===== config.mk =====
export PLATFORM = sky130hd
export DESIGN_NAME = gradient_position_to_rgb
export DESIGN_NICKNAME = d
export VERILOG_FILES = /design/src/rtl/gpr_pkg.sv /design/src/rtl/gradient_position_to_rgb.sv
export SDC_FILE = /design/constraint.sdc
export NUM_CORES = 2
export LEC_CHECK = 0
export BUFFER_PORTS_ARGS = -buffer_cell sky130_fd_sc_hd__buf_2
export CAP_MARGIN = 20
export CORE_ASPECT_RATIO = 1.4
export CORE_MARGIN = 3
export CORE_UTILIZATION = 35
export DETAILED_ROUTE_END_ITERATION = 8
export PLACE_DENSITY = 0.51
export SYNTH_ARGS = -nofsm -noshare
export SYNTH_HDL_FRONTEND = slang
export SYNTH_SLANG_ARGS = --single-unit

===== constraint.sdc =====
create_clock -name clk -period 13.3 [get_ports clk]
set_clock_uncertainty 0.1 [all_clocks]
set_input_delay 1.33 -clock clk [delete_from_list [all_inputs] [get_ports clk]]
set_output_delay 1.33 -clock clk [all_outputs]
set_load 0.02 [all_outputs]

===== src/rtl/gpr_pkg.sv =====
// ----------------------------------------------------------------------------
// gpr_pkg: shared types and constants for the picker position to RGB block
// Word layouts, register indexes, reset values and colour sector codes.
// ----------------------------------------------------------------------------
package gpr_pkg;

    // coordinate and channel widths, fixed by the word layouts
    localparam int COORD_BITS      = 12;
    localparam int CHAN_BITS       = 8;
    localparam int FRAC_BITS_DEF   = 16;

    // configuration port
    localparam int CFG_INDEX_BITS  = 1;
    localparam int CFG_DATA_BITS   = 12;

    localparam logic [CFG_INDEX_BITS-1:0] REG_PICKER_WIDTH  = 1'b0;
    localparam logic [CFG_INDEX_BITS-1:0] REG_PICKER_HEIGHT = 1'b1;

    localparam logic [COORD_BITS-1:0] PICKER_WIDTH_RST  = 12'd100;
    localparam logic [COORD_BITS-1:0] PICKER_HEIGHT_RST = 12'd100;

    // hue sectors, named by the colours at their ends
    typedef enum logic [2:0] {
        SEC_RED_YEL = 3'd0,
        SEC_YEL_GRN = 3'd1,
        SEC_GRN_CYN = 3'd2,
        SEC_CYN_BLU = 3'd3,
        SEC_BLU_MAG = 3'd4,
        SEC_MAG_RED = 3'd5
    } sector_t;

    // input word: cursor position inside the picker
    typedef struct packed {
        logic [COORD_BITS-1:0] pos_x;
        logic [COORD_BITS-1:0] pos_y;
    } pos_word_t;

    // output word: chosen colour
    typedef struct packed {
        logic [CHAN_BITS-1:0] red;
        logic [CHAN_BITS-1:0] green;
        logic [CHAN_BITS-1:0] blue;
        logic                 out_of_area;
    } rgb_word_t;

endpackage


===== src/rtl/gradient_position_to_rgb.sv =====
// ----------------------------------------------------------------------------
// gradient_position_to_rgb: hue/saturation picker position to RGB colour
// Pipelined HSV to RGB with value fixed at full, hue taken as the fixed-point
// ratio of pos_x to the picker width and saturation as one minus pos_y / height.
// ----------------------------------------------------------------------------
// Usage
//   pos channel: one cursor position word (pos_x, pos_y) per handshake,
//   taken when pos_valid is high and pos_stall low.
//   rgb channel: one colour word per position, in order, taken when
//   rgb_valid is high and rgb_stall low. out_of_area marks a clamped position.
//   cfg port: cfg_we writes cfg_data to register cfg_index (picker_width,
//   picker_height); write only while the pipeline is empty.
// Pipeline and throughput
//   One stage per quotient bit of the two restoring dividers (FRAC_BITS + 1),
//   then sector split, product, channel select and the output register.
//   One word per cycle in steady state while rgb_stall is low.
// Reset and stall
//   rst_n clears every stage valid bit and loads both sizes with 100.
//   A stalled output holds its word; earlier stages keep filling bubbles,
//   so pos_stall rises only once every stage holds a word.
// ----------------------------------------------------------------------------
module gradient_position_to_rgb #(
    parameter int FRAC_BITS = gpr_pkg::FRAC_BITS_DEF
) (
    input  logic                                clk,
    input  logic                                rst_n,
    // position channel
    input  logic                                pos_valid,
    output logic                                pos_stall,
    input  gpr_pkg::pos_word_t                  pos_word,
    // colour channel
    output logic                                rgb_valid,
    input  logic                                rgb_stall,
    output gpr_pkg::rgb_word_t                  rgb_word,
    // configuration
    input  logic                                cfg_we,
    input  logic [gpr_pkg::CFG_INDEX_BITS-1:0]  cfg_index,
    input  logic [gpr_pkg::CFG_DATA_BITS-1:0]   cfg_data
);

    localparam int CB = gpr_pkg::COORD_BITS;
    localparam int F  = FRAC_BITS;
    localparam int CH = gpr_pkg::CHAN_BITS;
    localparam int D  = F + 1;          // divider stages
    localparam int NS = D + 4;          // all stages
    localparam int SA = D;              // sector split
    localparam int SB = D + 1;          // products
    localparam int SC = D + 2;          // channel select
    localparam int SD = D + 3;          // output register

    localparam logic [F:0] ONE = {1'b1, {F{1'b0}}};

    // ------------------------------------------------------------------
    // configuration registers
    // ------------------------------------------------------------------
    logic [CB-1:0] width_reg;
    logic [CB-1:0] height_reg;

    always_ff @(posedge clk or negedge rst_n)
    begin
        if (!rst_n)
        begin
            width_reg  <= gpr_pkg::PICKER_WIDTH_RST;
            height_reg <= gpr_pkg::PICKER_HEIGHT_RST;
        end
        else if (cfg_we)
        begin
            case (cfg_index)
                gpr_pkg::REG_PICKER_WIDTH:  width_reg  <= cfg_data[CB-1:0];
                gpr_pkg::REG_PICKER_HEIGHT: height_reg <= cfg_data[CB-1:0];
                default: ;
            endcase
        end
    end

    // zero size counts as one pixel
    logic [CB-1:0] width_eff;
    logic [CB-1:0] height_eff;

    assign width_eff  = (width_reg == '0)  ? CB'(1) : width_reg;
    assign height_eff = (height_reg == '0) ? CB'(1) : height_reg;

    // clamp to the picker area and flag it
    logic [CB-1:0] x_clamp;
    logic [CB-1:0] y_clamp;
    logic          area_flag;

    assign x_clamp   = (pos_word.pos_x > width_eff)  ? width_eff  : pos_word.pos_x;
    assign y_clamp   = (pos_word.pos_y > height_eff) ? height_eff : pos_word.pos_y;
    assign area_flag = (pos_word.pos_x > width_eff) || (pos_word.pos_y > height_eff);

    // ------------------------------------------------------------------
    // stage valid bits and ready chain
    // ------------------------------------------------------------------
    logic [NS-1:0] valid_reg;
    logic [NS-1:0] stage_ready;

    genvar k;
    generate
        for (k = 0; k < NS; k++)
        begin : g_ctrl
            logic src_valid;

            if (k == 0)
            begin : g_head
                assign src_valid = pos_valid;
            end
            else
            begin : g_body
                assign src_valid = valid_reg[k-1];
            end

            if (k == NS - 1)
            begin : g_last
                assign stage_ready[k] = !valid_reg[k] || !rgb_stall;
            end
            else
            begin : g_inner
                assign stage_ready[k] = !valid_reg[k] || stage_ready[k+1];
            end

            always_ff @(posedge clk or negedge rst_n)
            begin
                if (!rst_n)
                    valid_reg[k] <= 1'b0;
                else if (stage_ready[k])
                    valid_reg[k] <= src_valid;
            end
        end
    endgenerate

    assign pos_stall = !stage_ready[0];
    assign rgb_valid = valid_reg[NS-1];

    // ------------------------------------------------------------------
    // restoring dividers, one quotient bit a stage, MSB first
    // hue q = (x << F) / w, sat ratio q = (y << F) / h, both in 0..ONE
    // ------------------------------------------------------------------
    logic [CB-1:0] rx_reg   [D];
    logic [CB-1:0] ry_reg   [D];
    logic [F:0]    qx_reg   [D];
    logic [F:0]    qy_reg   [D];
    logic          fdiv_reg [D];

    generate
        for (k = 0; k < D; k++)
        begin : g_div
            logic [CB:0]   trial_x;
            logic [CB:0]   trial_y;
            logic [CB:0]   diff_x;
            logic [CB:0]   diff_y;
            logic          bit_x;
            logic          bit_y;
            logic [F:0]    qx_src;
            logic [F:0]    qy_src;
            logic          flag_src;
            logic [CB-1:0] rx_next;
            logic [CB-1:0] ry_next;

            if (k == 0)
            begin : g_first
                assign trial_x  = {1'b0, x_clamp};
                assign trial_y  = {1'b0, y_clamp};
                assign qx_src   = '0;
                assign qy_src   = '0;
                assign flag_src = area_flag;
            end
            else
            begin : g_step
                assign trial_x  = {rx_reg[k-1], 1'b0};
                assign trial_y  = {ry_reg[k-1], 1'b0};
                assign qx_src   = qx_reg[k-1];
                assign qy_src   = qy_reg[k-1];
                assign flag_src = fdiv_reg[k-1];
            end

            assign diff_x  = trial_x - {1'b0, width_eff};
            assign diff_y  = trial_y - {1'b0, height_eff};
            assign bit_x   = (trial_x >= {1'b0, width_eff});
            assign bit_y   = (trial_y >= {1'b0, height_eff});
            assign rx_next = bit_x ? diff_x[CB-1:0] : trial_x[CB-1:0];
            assign ry_next = bit_y ? diff_y[CB-1:0] : trial_y[CB-1:0];

            always_ff @(posedge clk)
            begin
                if (stage_ready[k])
                begin
                    rx_reg[k]   <= rx_next;
                    ry_reg[k]   <= ry_next;
                    qx_reg[k]   <= {qx_src[F-1:0], bit_x};
                    qy_reg[k]   <= {qy_src[F-1:0], bit_y};
                    fdiv_reg[k] <= flag_src;
                end
            end
        end
    endgenerate

    // ------------------------------------------------------------------
    // stage A: scale hue by six, split sector and fraction, saturation
    // ------------------------------------------------------------------
    logic [F+2:0]       hue_x6;
    logic [2:0]         sector_raw;
    gpr_pkg::sector_t   sector_next;
    logic [F:0]         frac_next;
    logic [F:0]         sat_next;

    gpr_pkg::sector_t   sector_a_reg;
    logic [F:0]         frac_a_reg;
    logic [F:0]         sat_a_reg;
    logic               flag_a_reg;

    assign hue_x6     = {qx_reg[D-1], 2'b00} + {1'b0, qx_reg[D-1], 1'b0};
    assign sector_raw = hue_x6[F+2:F];
    assign sat_next   = ONE - qy_reg[D-1];

    // right edge lands in sector six: end of the last sector instead
    always_comb
    begin
        if (sector_raw > gpr_pkg::SEC_MAG_RED)
        begin
            sector_next = gpr_pkg::SEC_MAG_RED;
            frac_next   = ONE;
        end
        else
        begin
            sector_next = gpr_pkg::sector_t'(sector_raw);
            frac_next   = {1'b0, hue_x6[F-1:0]};
        end
    end

    always_ff @(posedge clk)
    begin
        if (stage_ready[SA])
        begin
            sector_a_reg <= sector_next;
            frac_a_reg   <= frac_next;
            sat_a_reg    <= sat_next;
            flag_a_reg   <= fdiv_reg[D-1];
        end
    end

    // ------------------------------------------------------------------
    // stage B: saturation times fraction and times its complement
    // ------------------------------------------------------------------
    logic [F:0]         frac_inv;
    logic [2*F+1:0]     prod_up;
    logic [2*F+1:0]     prod_down;

    gpr_pkg::sector_t   sector_b_reg;
    logic [F:0]         mup_b_reg;
    logic [F:0]         mdown_b_reg;
    logic [F:0]         t1_b_reg;
    logic               flag_b_reg;

    assign frac_inv  = ONE - frac_a_reg;
    assign prod_up   = sat_a_reg * frac_a_reg;
    assign prod_down = sat_a_reg * frac_inv;

    always_ff @(posedge clk)
    begin
        if (stage_ready[SB])
        begin
            sector_b_reg <= sector_a_reg;
            mup_b_reg    <= prod_up[2*F:F];
            mdown_b_reg  <= prod_down[2*F:F];
            t1_b_reg     <= ONE - sat_a_reg;
            flag_b_reg   <= flag_a_reg;
        end
    end

    // ------------------------------------------------------------------
    // stage C: falling and rising terms, channel select by sector
    // ------------------------------------------------------------------
    logic [F:0] t2;
    logic [F:0] t3;
    logic [F:0] r_next;
    logic [F:0] g_next;
    logic [F:0] b_next;

    logic [F:0] r_c_reg;
    logic [F:0] g_c_reg;
    logic [F:0] b_c_reg;
    logic       flag_c_reg;

    assign t2 = ONE - mup_b_reg;
    assign t3 = ONE - mdown_b_reg;

    always_comb
    begin
        case (sector_b_reg)
            gpr_pkg::SEC_RED_YEL:
            begin
                r_next = ONE;      g_next = t3;       b_next = t1_b_reg;
            end
            gpr_pkg::SEC_YEL_GRN:
            begin
                r_next = t2;       g_next = ONE;      b_next = t1_b_reg;
            end
            gpr_pkg::SEC_GRN_CYN:
            begin
                r_next = t1_b_reg; g_next = ONE;      b_next = t3;
            end
            gpr_pkg::SEC_CYN_BLU:
            begin
                r_next = t1_b_reg; g_next = t2;       b_next = ONE;
            end
            gpr_pkg::SEC_BLU_MAG:
            begin
                r_next = t3;       g_next = t1_b_reg; b_next = ONE;
            end
            default:
            begin
                r_next = ONE;      g_next = t1_b_reg; b_next = t2;
            end
        endcase
    end

    always_ff @(posedge clk)
    begin
        if (stage_ready[SC])
        begin
            r_c_reg    <= r_next;
            g_c_reg    <= g_next;
            b_c_reg    <= b_next;
            flag_c_reg <= flag_b_reg;
        end
    end

    // ------------------------------------------------------------------
    // stage D: scale each channel by 255 and truncate, output register
    // ------------------------------------------------------------------
    logic [F+8:0]       r_scaled;
    logic [F+8:0]       g_scaled;
    logic [F+8:0]       b_scaled;
    gpr_pkg::rgb_word_t out_reg;

    assign r_scaled = {r_c_reg, 8'b0} - {8'b0, r_c_reg};
    assign g_scaled = {g_c_reg, 8'b0} - {8'b0, g_c_reg};
    assign b_scaled = {b_c_reg, 8'b0} - {8'b0, b_c_reg};

    always_ff @(posedge clk)
    begin
        if (stage_ready[SD])
        begin
            out_reg.red         <= r_scaled[F+CH-1:F];
            out_reg.green       <= g_scaled[F+CH-1:F];
            out_reg.blue        <= b_scaled[F+CH-1:F];
            out_reg.out_of_area <= flag_c_reg;
        end
    end

    assign rgb_word = out_reg;

endmodule


==> metrics.cfg <==
[global_routing]
grt_pass1_wl_um = 277000
grt_overflow = 0
grt_pass1_vias = 49800
antenna_found_initial = 3
grt_max_degree = 96
grt_usage_pct = 17.2

[final_layout]
drive_gt1_share_pct = 10.6
n_fill_cell = 19400
nNetsFinal = 7653
areaGrowthSynthToFinish_pct = 10.4

[detailed_routing]
post_drt_wl_per_cell_um = 19.3
vias = 47100
antenna_left = 0
viasPerCell = 5.12
wl_um = 177000
drt_iter0_drc = 2279
dr.pass1.iters = 5
drc = 0

[timing]
setup_viol = 0
fmax_ghz = 0.111
tns_ns = 0
relSlewSlack_pct = 20.8
hold_viol_final = 0
fin_crit_sh_pct = 67.6
rsz0062_at_grt = false
maxSlewViolCount = 0
finalCriticalPeriod_ns = 8.99
tightest_slew_ns = 1.18
finalHoldWorstSlack_ns = 0.303

[synthesis]
synth_top_area_share_pct = 37.2
synth_common_cells = edfxtp_1, inv_1, ha_1, nand2_1, fa_1
synthSimpleGateAreaFrac_pct = 10.2
syn_area_mm2 = 0.0707
ys_warn_count = 0
synth_fa_ha_area_share_pct = 25.0
synthMuxAreaShare_pct = 5.10
synth_top_area_cell = edfxtp_1
synthArstFlopShare_pct = 4.89
synth-compound-area-share_pct = 10.6
synthCells = 6384
syn_avg_cell_area_um2 = 11.1
synth_xor_area_share_pct = 5.52
ys_top_cells_by_area = edfxtp_1, fa_1, ha_1
ys_seq_area_share_pct = 38.8
synth_fp_nets = 7571
synth-edff-count = 876
synth_flop_cell = edfxtp_1
ys_ff_latch = 921
yosysUniqueCellTypes = 78
synth_top_family_by_area = adder cells
yosysMostFrequentCell = edfxtp_1

[worst_setup_path]
worstPathArrival_ns = 9.45
worst-r2r-cell-count = 25
path_max_fanout = 21
path_class = reg2reg
required_ns = 13.76
end_kind = register
cp-start-kind = register

[clocking]
tritoncts = built
cts_hold_buf = 0
clockRootBuffer = clkbuf_16
cts.path.max_buffers = 3
clock_latency_ns = 0.73
cts-htree-levels = 3
cts_buffers = 101
post_cts_resize_count = 0
cts.sink_count = 921
path_clk_slew_ns = 0.06
post-cts-setup-buffers = 0

[die]
num_rows = 194
design.core.area_mm2 = 0.200
die_x_um = 386
die_h_um = 538
initial_utilization_pct = 35.3
dieArea_mm2 = 0.207
ios = 69

[place]
hpwl_um = 132000
io_buffers = 68
finalWeightedCongestion = 0.862

[flow_run]
cap_violations = 0

[run_status]
status = completed

[hold_path]
holdCritPathClass = reg2reg
holdPathStages = 0

[cells by family after synthesis]
group,Yosys count
adder cells (fa/ha/maj),1145
AND/OR/NAND/NOR,1478
XOR/XNOR,445
AO/OA/AOI/OAI,1174
flip-flops,921
multiplexers,322
buffers and inverters,899
[stage by stage]
| stage | worst slack (ns) | util [%] | instance area (µm²) | instances |
|---|---|---|---|---|
| after floorplan | 4.85 | - | 70700 | 6384 |
| after detailed placement | 4.32 | 37.2 | 74400 | 9005 |
| after global routing | 3.77 | 38.9 | 78000 | 9200 |
| after CTS | 4.30 | 38.9 | 77900 | 9195 |
| final | 4.31 | 38.9 | 78000 | 9201 |
| after global placement | 4.41 | 37.1 | 74400 | 9004 |
[layout by cell type, fill, tap and decap left out, types with 15 or more instances in the layout]
master,count
and4_1,15
a211oi_1,31
xnor2_1,297
buf_4,98
o2111ai_1,16
fa_1,445
o21bai_1,60
or3_1,15
dfrtp_1,39
mux2i_1,17
edfxtp_1,876
a31oi_1,48
clkinv_2,24
o41a_1,15
nor4_1,26
o211ai_1,35
buf_2,68
nand4_1,46
o21a_1,52
nand2b_1,59
xor2_1,148
a21oi_1,340
nor3_1,95
a22oi_1,35
mux2_2,299
a21o_1,155
nor2_1,255
nor2b_1,37
clkbuf_16,102
nand3_1,70
and2_1,222
a211o_1,20
inv_1,697
clkinv_1,15
ha_1,700
o21ai_0,251
or4_1,15
nand2_1,539
o22ai_1,25
[worst max-delay path: stages, from the launching register on]
cell	delay [ns]
edfxtp_1	0.67
nor4_1	0.49
nand2_1	0.14
or2_2	0.34
or3_1	0.39
nor4_1	0.24
xnor2_1	0.16
buf_4	0.25
and2_1	0.18
fa_1	0.46
fa_1	0.52
fa_1	0.53
fa_1	0.52
fa_1	0.55
inv_1	0.06
fa_1	0.52
inv_1	0.04
ha_1	0.33
a2111oi_0	0.41
a21oi_1	0.19
a221o_1	0.34
a21o_1	0.21
a41o_1	0.32
a41o_1	0.31
or4_1	0.48
nand3_1	0.10
[metal layers]
layer | vias up | track usage [%] | share of wire (%)
met1 | 23300 | 17.9 | 37
met5 | - | 0 | 0
met2 | 804 | 34.2 | 56
met4 | 0 | 7.34 | 4.4
li1 | 22600 | - | -
met3 | 338 | 1.76 | 2.9
[layout make-up]
cell class	count	area, µm²	area share [%]
Clock buffer	123	2710	3.48
Sequential cell	921	27400	35.2
Inverter	707	2650	3.40
Multi-Input combinational cell	4564	39900	51.2
Antenna cell	2	5.00	0.00642
Clock inverter	67	762	0.977
Timing Repair Buffer	171	1200	1.54
Tap cell	2646	3310	4.24
[worst paths after layout]
kind	from	to	slack, ns
setup / recovery	frac_a_reg[3]	mdown_b_reg[16]	4.31
hold / removal	qy_reg[0][142]	qy_reg[0][160]	0.30
setup reg to reg	frac_a_reg[3]	mdown_b_reg[16]	4.31
hold reg to reg	qy_reg[0][142]	qy_reg[0][160]	0.30
max in group asynchronous	rst_n	rgb_valid	11.95
min in group asynchronous	rst_n	width_reg[9]	0.64
Power is not shown: default switching activity piles up to over one toggle a cycle in this logic, so the estimate is an artifact.
